`src/design/multiplexed_servo_pulse_sequencer_assert.svh`:
```
// ----------------------------------------------------------------------------
// Assertion macros for the multiplexed servo pulse sequencer
// Clocked on clk, held off while rst_n is low.
// ----------------------------------------------------------------------------
`ifndef MULTIPLEXED_SERVO_PULSE_SEQUENCER_ASSERT_SVH
`define MULTIPLEXED_SERVO_PULSE_SEQUENCER_ASSERT_SVH

// Condition that holds at every clock edge out of reset.
`define MSPS_ASSERT_ALWAYS(name, expr, msg) \
    name: assert property (@(posedge clk) disable iff (!rst_n) (expr)) else $error(msg);

// Condition in one cycle that implies another condition in the next cycle.
`define MSPS_ASSERT_NEXT(name, ante, cons, msg) \
    name: assert property (@(posedge clk) disable iff (!rst_n) (ante) |=> (cons)) \
        else $error(msg);

`endif

```
`src/design/msps_pkg.sv`:
```
// ----------------------------------------------------------------------------
// msps_pkg
// Types and constants shared by the servo pulse sequencer and its testbench.
// ----------------------------------------------------------------------------
package msps_pkg;

    localparam int CHANNELS_DEFAULT = 5;

    localparam int POS_W    = 15;
    localparam int GAP_W    = 7;
    localparam int CFG_W    = 15;
    localparam int CFG_IDX_W = 2;
    localparam int LINES_W  = 5;

    localparam logic [POS_W-1:0] POS_RESET     = 15'h0460;
    localparam logic [POS_W-1:0] MIN_POS_RESET = 15'd512;
    localparam logic [POS_W-1:0] MAX_POS_RESET = 15'd2048;
    localparam logic [GAP_W-1:0] GAP_RESET     = 7'd25;

    typedef enum logic [1:0] {
        CMD_TICK  = 2'd0,
        CMD_WRITE = 2'd1,
        CMD_READ  = 2'd2
    } cmd_t;

    typedef enum logic [CFG_IDX_W-1:0] {
        CFG_MIN_POSITION = 2'd0,
        CFG_MAX_POSITION = 2'd1,
        CFG_GAP_PERIODS  = 2'd2
    } cfg_idx_t;

endpackage

```
`src/design/msps_ram.sv`:
```
// ----------------------------------------------------------------------------
// msps_ram
// Generic RAM: one write port, two read ports with registered read data.
// ----------------------------------------------------------------------------
module msps_ram #(
    parameter int WIDTH = 15,
    parameter int DEPTH = 5,
    parameter int AW    = (DEPTH > 1) ? $clog2(DEPTH) : 1
) (
    input  logic             clk,
    input  logic             wr_en,
    input  logic [AW-1:0]    wr_addr,
    input  logic [WIDTH-1:0] wr_data,
    input  logic             rd_a_en,
    input  logic [AW-1:0]    rd_a_addr,
    output logic [WIDTH-1:0] rd_a_data,
    input  logic             rd_b_en,
    input  logic [AW-1:0]    rd_b_addr,
    output logic [WIDTH-1:0] rd_b_data
);

    logic [WIDTH-1:0] mem [DEPTH];
    logic [WIDTH-1:0] rd_a_reg;
    logic [WIDTH-1:0] rd_b_reg;

    always_ff @(posedge clk)
    begin
        if (wr_en)
        begin
            mem[wr_addr] <= wr_data;
        end
        if (rd_a_en)
        begin
            rd_a_reg <= mem[rd_a_addr];
        end
        if (rd_b_en)
        begin
            rd_b_reg <= mem[rd_b_addr];
        end
    end

    assign rd_a_data = rd_a_reg;
    assign rd_b_data = rd_b_reg;

endmodule

```
`src/design/multiplexed_servo_pulse_sequencer.sv`:
```
// ----------------------------------------------------------------------------
// multiplexed_servo_pulse_sequencer
// Drives CHANNELS servo lines in turn from stored positions, then idles for
// a programmable number of 256-tick periods.
// ----------------------------------------------------------------------------
//  channel  | signals                          | transfer when
//  ---------+----------------------------------+-------------------------
//  input    | in_valid, in_stall, cmd,         | in_valid && !in_stall
//           | channel, position                |
//  result   | out_valid, out_stall,            | out_valid && !out_stall
//           | servo_lines, read_position       |
//  config   | cfg_we, cfg_index, cfg_data      | cfg_we
//
// One item per cycle while results are not stalled; after its transfer each
// result passes the input register, then the result register, the
// tick/position update being combinational logic on the sequencer state.
// Position RAM reads are registered, issued ahead of use, with write bypass.
// No clearing pass after reset: per-entry valid bits return the reset position.
// A stalled result holds; one further item waits in the input register.
// ----------------------------------------------------------------------------
module multiplexed_servo_pulse_sequencer #(
    parameter int CHANNELS = msps_pkg::CHANNELS_DEFAULT
) (
    input  logic                            clk,
    input  logic                            rst_n,

    input  logic                            in_valid,
    output logic                            in_stall,
    input  logic [1:0]                      cmd,
    input  logic [3:0]                      channel,
    input  logic [15:0]                     position,

    output logic                            out_valid,
    input  logic                            out_stall,
    output logic [msps_pkg::LINES_W-1:0]    servo_lines,
    output logic [msps_pkg::POS_W-1:0]      read_position,

    input  logic                            cfg_we,
    input  logic [msps_pkg::CFG_IDX_W-1:0]  cfg_index,
    input  logic [msps_pkg::CFG_W-1:0]      cfg_data
);

    localparam int AW = (CHANNELS > 1) ? $clog2(CHANNELS) : 1;
    localparam int PW = $clog2(CHANNELS + 1);
    localparam int LW = CHANNELS + msps_pkg::LINES_W;
    localparam int PS = msps_pkg::POS_W;

    // configuration
    logic [PS-1:0]                  min_pos_reg;
    logic [PS-1:0]                  max_pos_reg;
    logic [msps_pkg::GAP_W-1:0]     gap_reg;

    // input register
    logic                           s1_valid_reg;
    logic [1:0]                     s1_cmd_reg;
    logic [3:0]                     s1_channel_reg;
    logic [15:0]                    s1_position_reg;
    logic                           s1_chan_ok_reg;

    // sequencer state
    logic [7:0]                     fine_reg;
    logic [7:0]                     coarse_reg;
    logic [PW-1:0]                  phase_reg;
    logic [CHANNELS-1:0]            lines_reg;
    logic [CHANNELS-1:0]            vld_reg;

    logic [7:0]                     fine_next;
    logic [7:0]                     coarse_next;
    logic [PW-1:0]                  phase_next;
    logic [CHANNELS-1:0]            lines_next;

    // read-port bypass
    logic                           a_use_byp_reg;
    logic [PS-1:0]                  a_byp_reg;
    logic                           b_use_byp_reg;
    logic [PS-1:0]                  b_byp_reg;

    // result register
    logic                           out_valid_reg;
    logic [msps_pkg::LINES_W-1:0]   out_lines_reg;
    logic [PS-1:0]                  out_read_reg;

    logic                           accept;
    logic                           exec;
    logic                           pop;
    logic                           in_chan_ok;

    logic                           wr_en;
    logic [AW-1:0]                  wr_addr;
    logic [PS-1:0]                  wr_data;
    logic [15:0]                    clamp_hi;

    logic [AW-1:0]                  a_addr;
    logic [AW-1:0]                  b_addr;
    logic                           a_hit;
    logic                           b_hit;
    logic [PS-1:0]                  ram_a;
    logic [PS-1:0]                  ram_b;
    logic [PS-1:0]                  pos_a;
    logic [PS-1:0]                  pos_b;

    logic [7:0]                     fine_inc;
    logic [7:0]                     coarse_dec;
    logic [7:0]                     low_byte;
    logic [7:0]                     high_byte;
    logic                           expired;
    logic [PS-1:0]                  rd_value;
    logic [LW-1:0]                  lines_ext;
    msps_pkg::cmd_t                 s1_cmd;

    logic                           rd_unstored;
    logic                           both_full;

    // ---------------- handshake ----------------
    assign pop      = out_valid_reg && !out_stall;
    assign exec     = s1_valid_reg && (!out_valid_reg || !out_stall);
    assign in_stall = s1_valid_reg && !exec;
    assign accept   = in_valid && !in_stall;

    assign in_chan_ok = (32'(channel) < CHANNELS);
    assign s1_cmd     = msps_pkg::cmd_t'(s1_cmd_reg);

    // ---------------- configuration ----------------
    always_ff @(posedge clk or negedge rst_n)
    begin
        if (!rst_n)
        begin
            min_pos_reg <= msps_pkg::MIN_POS_RESET;
            max_pos_reg <= msps_pkg::MAX_POS_RESET;
            gap_reg     <= msps_pkg::GAP_RESET;
        end
        else if (cfg_we)
        begin
            case (msps_pkg::cfg_idx_t'(cfg_index))
                msps_pkg::CFG_MIN_POSITION: min_pos_reg <= cfg_data;
                msps_pkg::CFG_MAX_POSITION: max_pos_reg <= cfg_data;
                msps_pkg::CFG_GAP_PERIODS:  gap_reg     <= cfg_data[msps_pkg::GAP_W-1:0];
                default: ;
            endcase
        end
    end

    // ---------------- input register ----------------
    always_ff @(posedge clk or negedge rst_n)
    begin
        if (!rst_n)
        begin
            s1_valid_reg <= 1'b0;
        end
        else if (accept)
        begin
            s1_valid_reg <= 1'b1;
        end
        else if (exec)
        begin
            s1_valid_reg <= 1'b0;
        end
    end

    always_ff @(posedge clk)
    begin
        if (accept)
        begin
            s1_cmd_reg      <= cmd;
            s1_channel_reg  <= channel;
            s1_position_reg <= position;
            s1_chan_ok_reg  <= in_chan_ok;
        end
    end

    // ---------------- position write path ----------------
    always_comb
    begin
        clamp_hi = s1_position_reg;
        if (s1_position_reg > {1'b0, max_pos_reg})
        begin
            clamp_hi = {1'b0, max_pos_reg};
        end
        if (clamp_hi < {1'b0, min_pos_reg})
        begin
            wr_data = min_pos_reg;
        end
        else
        begin
            wr_data = clamp_hi[PS-1:0];
        end
    end

    assign wr_en   = exec && (s1_cmd == msps_pkg::CMD_WRITE) && s1_chan_ok_reg;
    assign wr_addr = AW'(s1_channel_reg);

    // ---------------- sequencer update ----------------
    assign pos_a      = a_use_byp_reg ? a_byp_reg : ram_a;
    assign pos_b      = b_use_byp_reg ? b_byp_reg : ram_b;
    assign fine_inc   = fine_reg + 8'd1;
    assign coarse_dec = coarse_reg - 8'd1;
    assign expired    = (coarse_dec == 8'd0) || coarse_dec[7];
    assign low_byte   = pos_a[7:0];
    assign high_byte  = {1'b0, pos_a[PS-1:8]};

    always_comb
    begin
        fine_next   = fine_reg;
        coarse_next = coarse_reg;
        phase_next  = phase_reg;
        lines_next  = lines_reg;
        rd_value    = '0;
        case (s1_cmd)
            msps_pkg::CMD_TICK:
            begin
                fine_next = fine_inc;
                if (fine_inc == 8'd0)
                begin
                    coarse_next = coarse_dec;
                    if (expired)
                    begin
                        if (32'(phase_reg) < CHANNELS)
                        begin
                            // start next channel: first period lasts low-byte ticks
                            lines_next = CHANNELS'(1) << phase_reg;
                            phase_next = phase_reg + PW'(1);
                            if (low_byte != 8'd0)
                            begin
                                fine_next   = 8'd0 - low_byte;
                                coarse_next = high_byte;
                            end
                            else
                            begin
                                fine_next   = 8'd0;
                                coarse_next = high_byte - 8'd1;
                            end
                        end
                        else
                        begin
                            phase_next  = '0;
                            lines_next  = '0;
                            coarse_next = {1'b0, gap_reg};
                        end
                    end
                end
            end
            msps_pkg::CMD_READ:
            begin
                if (s1_chan_ok_reg)
                begin
                    rd_value = pos_b;
                end
            end
            default: ;
        endcase
    end

    always_ff @(posedge clk or negedge rst_n)
    begin
        if (!rst_n)
        begin
            fine_reg   <= '0;
            coarse_reg <= 8'd1;
            phase_reg  <= '0;
            lines_reg  <= '0;
            vld_reg    <= '0;
        end
        else if (exec)
        begin
            fine_reg   <= fine_next;
            coarse_reg <= coarse_next;
            phase_reg  <= phase_next;
            lines_reg  <= lines_next;
            if (wr_en)
            begin
                vld_reg <= vld_reg | (CHANNELS'(1) << wr_addr);
            end
        end
    end

    // ---------------- position RAM ----------------
    // Port A prefetches the entry for the phase in force next cycle,
    // port B fetches the entry named by an incoming item.
    assign a_addr = (32'(phase_next) < CHANNELS) ? AW'(phase_next) : '0;
    assign b_addr = in_chan_ok ? AW'(channel) : '0;
    assign a_hit  = wr_en && (wr_addr == a_addr);
    assign b_hit  = wr_en && (wr_addr == b_addr);

    msps_ram #(
        .WIDTH (PS),
        .DEPTH (CHANNELS),
        .AW    (AW)
    ) u_pos_ram (
        .clk       (clk),
        .wr_en     (wr_en),
        .wr_addr   (wr_addr),
        .wr_data   (wr_data),
        .rd_a_en   (exec),
        .rd_a_addr (a_addr),
        .rd_a_data (ram_a),
        .rd_b_en   (accept),
        .rd_b_addr (b_addr),
        .rd_b_data (ram_b)
    );

    // Bypass a same-cycle write, else an unwritten entry reads as reset value.
    always_ff @(posedge clk or negedge rst_n)
    begin
        if (!rst_n)
        begin
            a_use_byp_reg <= 1'b1;
            a_byp_reg     <= msps_pkg::POS_RESET;
            b_use_byp_reg <= 1'b1;
            b_byp_reg     <= msps_pkg::POS_RESET;
        end
        else
        begin
            if (exec)
            begin
                a_use_byp_reg <= a_hit || !vld_reg[a_addr];
                a_byp_reg     <= a_hit ? wr_data : msps_pkg::POS_RESET;
            end
            if (accept)
            begin
                b_use_byp_reg <= b_hit || !vld_reg[b_addr];
                b_byp_reg     <= b_hit ? wr_data : msps_pkg::POS_RESET;
            end
        end
    end

    // ---------------- result register ----------------
    assign lines_ext = LW'(lines_next);

    always_ff @(posedge clk or negedge rst_n)
    begin
        if (!rst_n)
        begin
            out_valid_reg <= 1'b0;
        end
        else if (exec)
        begin
            out_valid_reg <= 1'b1;
        end
        else if (pop)
        begin
            out_valid_reg <= 1'b0;
        end
    end

    always_ff @(posedge clk)
    begin
        if (exec)
        begin
            out_lines_reg <= lines_ext[msps_pkg::LINES_W-1:0];
            out_read_reg  <= rd_value;
        end
    end

    assign out_valid     = out_valid_reg;
    assign servo_lines   = out_lines_reg;
    assign read_position = out_read_reg;

    // ---------------- assertions ----------------
    assign rd_unstored = exec && (s1_cmd == msps_pkg::CMD_READ) && !s1_chan_ok_reg;
    assign both_full   = s1_valid_reg && out_valid_reg && out_stall;

`include "multiplexed_servo_pulse_sequencer_assert.svh"

    `MSPS_ASSERT_ALWAYS(a_lines_onehot, $onehot0(lines_reg), "more than one servo line high")
    `MSPS_ASSERT_ALWAYS(a_phase_range, (32'(phase_reg) <= CHANNELS), "phase out of range")
    `MSPS_ASSERT_NEXT(a_read_unstored, rd_unstored, (read_position == '0), "stray read data")
    `MSPS_ASSERT_ALWAYS(a_hold_full, (!both_full || in_stall), "input taken while full")

endmodule

```
`config.mk`:
```
export PLATFORM = sky130hd
export DESIGN_NAME = multiplexed_servo_pulse_sequencer
export DESIGN_NICKNAME = d
export VERILOG_FILES = /design/src/design/msps_pkg.sv /design/src/design/msps_ram.sv /design/src/design/multiplexed_servo_pulse_sequencer.sv
export VERILOG_INCLUDE_DIRS = /design/src /design/src/design
export SDC_FILE = /design/constraint.sdc
export NUM_CORES = 1
export LEC_CHECK = 0
export BUFFER_PORTS_ARGS = -buffer_cell sky130_fd_sc_hd__buf_2
export CAP_MARGIN = 20
export CORE_UTILIZATION = 30
export CTS_CLUSTER_SIZE = 25
export DETAILED_ROUTE_END_ITERATION = 8
export HOLD_SLACK_MARGIN = 0.02
export PLACE_DENSITY = 0.48
export SYNTH_ARGS = -nofsm -noshare
export SYNTH_HDL_FRONTEND = slang
export SYNTH_HIERARCHICAL = 1
export SYNTH_SLANG_ARGS = --single-unit
export TNS_END_PERCENT = 5
```
`constraint.sdc`:
```
create_clock -name clk -period 9 [get_ports clk]
set_input_delay 0.45 -clock clk [delete_from_list [all_inputs] [get_ports clk]]
set_output_delay 0.45 -clock clk [all_outputs]
set_load 0.005 [all_outputs]
```
# [Word level (Yosys, flattened, before mapping)]
# Memories as Yosys holds them, arrays and structs flattened. A register that Yosys moved wholly into a read port is not among the register bits.
# Cells that the tools add are included.
[totals] ramBits=75 out_inout_bits=22 ff_bits=142 in_bits=44 n_memories=1 wordCells=107
[classes] shift=2 n_eq_ne=6 n_lt_le_gt_ge=7 n_bitwise=1 addsub=5 n_mux=33 n_reduce_logical=32
[mem_list] memory="u_pos_ram.mem" depth=5 width=15 rd=2 rd_ports_with_merged_regs=2 wr=1 line="msps_ram.sv:22" rtl="logic [WIDTH-1:0] mem [DEPTH];"
[op_table] cell="15-bit two-way mux" n=5
[op_table] cell="8-bit two-way mux" n=7
[op_table] cell="5-bit two-way mux" n=4
[op_table] cell="3-bit two-way mux" n=6
[op_table] cell="16-bit by 15-bit greater-than comparator with 1-bit output" n=1
[op_table] cell="8-bit zero test" n=2
[op_table] cell="16-bit by 15-bit less-than comparator with 1-bit output" n=1
[op_table] cell="16-bit two-way mux" n=1
[op_table] cell="2-bit AND reduction" n=6
[op_table] cell="1-bit by 3-bit << shifter with 5-bit output, first input constant" n=2
[op_table] cell="8-bit by 1-bit adder with 8-bit output, second input constant" n=1
[op_table] cell="1-bit logical AND" n=8
[op_table] cell="3-bit by 4-bit less-than comparator with 1-bit output, second input constant" n=2
[op_table] cell="1-bit two-way mux" n=8
[op_table] cell="8-bit nonzero test" n=1
[op_table] cell="1-bit by 8-bit subtractor with 8-bit output, first input constant" n=1
[op_table] cell="7-bit by 1-bit subtractor with 8-bit output, second input constant" n=1
[op_table] cell="8-bit by 1-bit subtractor with 8-bit output, second input constant" n=1
[op_table] cell="1-bit binary-select mux with 3-bit select" n=2
[op_table] cell="3-bit equality test" n=2
[op_table] cell="1-bit zero test" n=6
[op_table] cell="3-bit less-than comparator, second input constant" n=2
[op_table] cell="5-bit bitwise OR" n=1
[op_table] cell="2-bit by 1-bit equality test with 1-bit output, second input constant" n=2
[op_table] cell="other kinds (7)" n=13

# [Longest topological paths before layout]
[depth] ltp_word=12 mapped_depth=18 ltp_nobuf=16

# [Modules after synthesis]
# The synthesis kept the hierarchy.
[modules_own_cells] module="multiplexed_servo_pulse_sequencer" cells_per_inst=771 area_per_inst_um2=7885.1 seq_area_each_um2=3781.1 n_inst=1
[modules_own_cells] module="msps_ram" cells_per_inst=270 area_per_inst_um2=4754.6 seq_area_each_um2=3153.0 n_inst=1

# [Least setup slack after synthesis]
# Ideal clock, no wire load.
[synth_timing] path_type="register to register" from="reg max_pos_reg[11]" to="mem u_pos_ram.mem[0][11] (data pin)" path_stages_with_launch=19 period_less_slack_ns=4.725 n_path_buf=2 required_ns=8.725 slack_ns=4.275 setup_time_ns=0.275 arrival_ns=4.450 cell_sequence="dfstp_2 inv_1 ha_1 nand4_1 or2_2 a211oi_1 a211oi_1 nor2_1 clkbuf_1 mux2_2 ha_1 a21o_1 a21o_1 a21oi_1 o221ai_1 a21oi_2 buf_2 mux2i_1 inv_1"
[synth_between] elab_chain_cells=4
[synth_rtl] element="start, declared" line="multiplexed_servo_pulse_sequencer.sv:50" rtl="logic [PS-1:0] max_pos_reg;"
[synth_rtl] element="start signal, assigned" line="multiplexed_servo_pulse_sequencer.sv:129" rtl="max_pos_reg <= msps_pkg::MAX_POS_RESET;"
[synth_rtl] element="start signal, assigned" line="multiplexed_servo_pulse_sequencer.sv:136" rtl="msps_pkg::CFG_MAX_POSITION: max_pos_reg <= cfg_data;"
[synth_rtl] element="16-bit by 15-bit greater-than comparator with 1-bit output" line="multiplexed_servo_pulse_sequencer.sv:175" rtl="if (s1_position_reg > {1'b0, max_pos_reg})"
[synth_rtl] element="16-bit two-way mux (*)" line="multiplexed_servo_pulse_sequencer.sv:175"
[synth_rtl] element="16-bit by 15-bit less-than comparator with 1-bit output" line="multiplexed_servo_pulse_sequencer.sv:179" rtl="if (clamp_hi < {1'b0, min_pos_reg})"
[synth_rtl] element="15-bit two-way mux (*)" line="multiplexed_servo_pulse_sequencer.sv:179"
[synth_rtl] element="named net wr_data[11]" line="multiplexed_servo_pulse_sequencer.sv:90" rtl="logic [PS-1:0] wr_data;"
[synth_rtl] element="end, declared" line="msps_ram.sv:22"
# Mark *: on every way through the listed nets, which the timed path passes. The rest lies on a longest branch.

# [Final worst setup path]
[layout_timing] from="reg max_pos_reg[11]" to="mem u_pos_ram.mem[0][10] (data pin)"
# Same word-level chain as after synthesis.

==> PnR_summary.wiki <==
{| class="wikitable"
! Metric !! Value
|-
| Hold-critical path depth || 1
|-
| Chip height || slightly above 200 µm
|-
| Timing-limited maximum frequency || 187 MHz
|-
| Overall overflow remaining after global route || 0
|-
| Placed wire-length estimate || ~23 mm
|-
| Critical path's largest stage delay || slightly below 0.6 ns
|-
| Max-slew violations || 0
|-
| Leakage Power || about 5.7 nW
|-
| Number of flops mapped to enable cells by yosys || roughly 150
|-
| Power Density || 236 nW/µm²
|-
| Crit path max-delay cell type || nor2_1
|-
| Hold Path Origin || position[0]
|-
| Wire length of the first global-routing pass || ~52 mm
|-
| Leading cell type in the layout, fill and taps excluded || edfxtp_1
|-
| Deepest clock path buffer count || 3
|-
| Iteration-0 DRC count of the detailed router || between 400 and 500
|-
| Placeable Area || approximately 40000 µm²
|-
| Int Power || around 2.3 mW
|-
| Slew HR || between 20% and 30%
|-
| Area share of the largest cell type after synthesis || a little over a third
|-
| Cell variety after synth || 76
|-
| Logic pwr share || about a quarter
|-
| Synth area leader || edfxtp_1
|-
| Crit path buffers/inverters || 4
|-
| CTS tree || yes
|-
| Vias in the first global route || roughly 8500
|-
| Drt via density || approximately 5
|-
| Initial core utilization || just over 30%
|-
| Average wire per cell in the routed design || roughly 20 µm
|-
| Pin count of the biggest net entering global routing || 62
|-
| Die Footprint || between 40000 and 50000 µm²
|-
| Net Switching || 1.04 mW
|-
| VDD IR-drop max || around 120 µV
|-
| Total number of clock tree sinks || between 200 and 250
|-
| Clock network power share || approximately a third
|-
| Length of the first detailed-routing pass in iterations || 5
|-
| Rows || 74
|-
| Io pins || 66
|-
| Part of the Yosys area used for sequential elements || 54.9%
|-
| Post-route DRC violation count || 0
|-
| Layout overhead on the synthesized area || 13.7%
|-
| Worst setup slack after placement || around 3.6 ns
|-
| Type of origin of the critical path || flip-flop
|-
| Worst Path Max Fanout || 14
|-
| Ratio of cells with drive above 1 in the final layout || between 20% and 30%
|-
| Arrival time at the worst endpoint || 5.59 ns
|-
| Async SR Flop Fraction || between 40% and 50%
|-
| Worst-case hold path end point || s1_position_reg[0]
|-
| Number of nets in the final layout || 1190
|-
| Crit Reg-Reg Startpoint || max_pos_reg[11]
|-
| Clock Pin Slew Worst Setup and Hold Paths || around 0.060 ns
|-
| Result of the run || finished clean
|-
| Number of buffers inserted during clock tree synthesis || 29
|-
| Number of inserted diodes || 0
|-
| Via count || 8147
|-
| Average cell area after synthesis || roughly 12 µm²
|-
| Portion of total power attributed to sequential cells || 43.3%
|-
| Most used cells in the layout excluding fill and tap cells || 147 x edfxtp_1, 86 x dfrtp_1, 82 x nand2_1
|-
| Flip-flop and latch count after synthesis || roughly 250
|-
| Global routing usage summed across all routing layers || between 10% and 20%
|-
| Min Clock Period, post-route || about 5.3 ns
|-
| Family of cells with the greatest summed delay on the critical path || compound AO/OA/AOI/OAI gates
|-
| Setup Crit Path Kind || reg2reg
|-
| Final hold slack || between 0.05 and 0.06 ns
|-
| Final weighted congestion of routability-driven global placement || between 0.7 and 0.8
|-
| Total negative slack || 0 ns
|-
| Cell at the root of the clock tree || clkbuf_16
|-
| Endpoints failing setup || 0
|-
| Max reg flops || between 70 and 80
|-
| Hold Fails Final Rpt || 0
|-
| Syn Nets || between 1000 and 1500
|-
| Endpoint of the worst-slack reg-to-reg timing path || u_pos_ram/mem[0][10]
|-
| Clock latency of the later-clocked register in the worst-skew pair || 0.56 ns
|-
| Most frequently used flop master after synthesis || edfxtp_1
|-
| Antenna violations before repair || 0
|-
| Width of the chip || 207 µm
|-
| Cell area after synthesis || roughly 13000 µm²
|-
| Unrepaired setup endpoints after global routing || false
|-
| HP Class || in2reg
|-
| H-tree depth || 1
|-
| Data required time at the worst endpoint || 9.25 ns
|-
| Total Power || 3.39 mW
|-
| Slack of the worst reg-to-reg path || ~3.7 ns
|-
| Cell area after layout || 14400 µm²
|-
| FF-to-FF path depth || 18
|-
| Top post-synthesis cells by area || edfxtp_1 35%, dfrtp_1 17%, mux2i_1 6.3%, mux2_2 4.0%, ha_1 4.0%
|-
| Post-Route Skew || ~0.028 ns
|-
| Worst setup margin || 3.66 ns
|-
| Actual slew at the worst max-slew pin || ~1.1 ns
|-
| Port bufs || between 60 and 70
|-
| Post-CTS Setup Repair Bufs || 0
|-
| Final wirelength || ~34 mm
|-
| Placed instance area || approximately 13000 µm²
|-
| YS warnings || 6
|-
| Nature of the critical path endpoint || flip-flop
|-
| Count of mapped cells out of synthesis || 1041
|-
| Switching part of the total || slightly above 30%
|-
| CP Cell Sequence || inv_1 > ha_1 > nand4_1 > or2_2 > a211oi_1 > a211oi_1 > nor2_1 > buf_4 > mux2_2 > ha_1 > a21o_1 > a21o_1 > a21oi_1 > o221ai_1 > a21oi_2 > buf_4 > mux2i_1 > inv_1
|-
| Max-cap violations || 0
|-
| Number of routed nets with antenna violations || 0
|-
| Share of the cycle needed by the critical path after routing || 59.3%
|}
## through the flow
stage,utilization [%],cells
after global routing,34.9,1660
after CTS,34.9,1660
final,34.9,1660
after detailed placement,32.6,1606
after floorplan,-,1041
after global placement,32.6,1606
## layer usage
layer	vias to the layer above	part of all wire [%]	global-route usage, %
li1	3951	-	-
met3	42	3.6	2.18
met1	4019	46	21.7
met5	-	0	0
met4	0	2.1	4.40
met2	135	48	26.4
## cell type report
type | count | area, µm²
clock buffer | 40 | 797
clock inverter | 13 | 113
fill | 4047 | 26800
inverter | 77 | 289
multi-input combinational | 667 | 5090
sequential | 247 | 6930
tap | 532 | 666
timing repair buffer | 84 | 473
## Yosys cell counts, types with 7 or more instances
master / n
edfxtp_1: 147
dfrtp_1: 86
nand2_1: 82
mux2i_1: 80
inv_1: 76
o21ai_0: 64
nor2_1: 57
mux2_2: 45
ha_1: 40
a21oi_1: 33
clkbuf_1: 25
nor3_1: 22
a211oi_2: 21
a221oi_2: 20
dfstp_2: 14
nor2b_1: 14
buf_6: 13
nand4_1: 13
a211oi_1: 12
a221oi_1: 12
and2b_2: 11
xor2_1: 11
and2b_1: 10
o21ai_2: 10
xnor2_1: 9
nand3_1: 8
a21o_1: 7
## worst register-to-register path, stage by stage (launching register included)
cell and delay (ns):
dfstp_2 0.53, inv_1 0.05, ha_1 0.31, nand4_1 0.12, or2_2 0.31, a211oi_1 0.23, a211oi_1 0.11, nor2_1 0.58
buf_4 0.30, mux2_2 0.37, ha_1 0.30, a21o_1 0.18, a21o_1 0.17, a21oi_1 0.16, o221ai_1 0.20, a21oi_2 0.15
buf_4 0.28, mux2i_1 0.51, inv_1 0.19
## how the worst max path moves through the flow
stage                     slack [ns]  cells after the start                   end             from
after global placement          3.70                     18  u_pos_ram/mem[2][10]  max_pos_reg[11]
after detailed placement        3.57                     18  u_pos_ram/mem[3][10]  max_pos_reg[11]
final                           3.66                     18  u_pos_ram/mem[0][10]  max_pos_reg[11]
after global routing            3.19                     18  u_pos_ram/mem[0][12]  max_pos_reg[11]
after CTS                       3.55                     18  u_pos_ram/mem[0][10]  max_pos_reg[11]
after floorplan                 4.28                     18  u_pos_ram/mem[0][11]  max_pos_reg[11]
## kinds of logic (layout without fill, tap and decap cells)
kind of cell | Yosys count | count (layout) | synth area share [%]
flip-flops | 247 | 247 | 54.9
AO/OA/AOI/OAI | 216 | 216 | 13.5
multiplexers | 125 | 125 | 10.3
XOR/XNOR | 20 | 20 | 1.39
buffers and inverters | 127 | 214 | 5.04
adder cells (fa/ha/maj) | 40 | 40 | 3.96
AND/OR/NAND/NOR | 266 | 266 | 10.9
## repair_timing
item / 4_1_cts / 5_1_grt
resized for setup: 0 / 0
hold buffers: 1 / 0
endpoints found under the hold margin: 33 / 0
endpoints found under the setup margin: 0 / 0
## power groups by stage
| stage | logic [mW] | clock network, mW | registers, mW |
|---|---|---|---|
| finish | 0.790 | 1.13 | 1.47 |
| global route | 0.893 | 1.21 | 1.48 |
| CTS | 0.806 | 1.16 | 1.47 |
| detailed placement | 0.802 | 0 | 1.49 |
| global placement | 0.796 | 0 | 1.49 |
| floorplan | 0.607 | 0 | 1.43 |
Power figures use the tool's default switching activity.
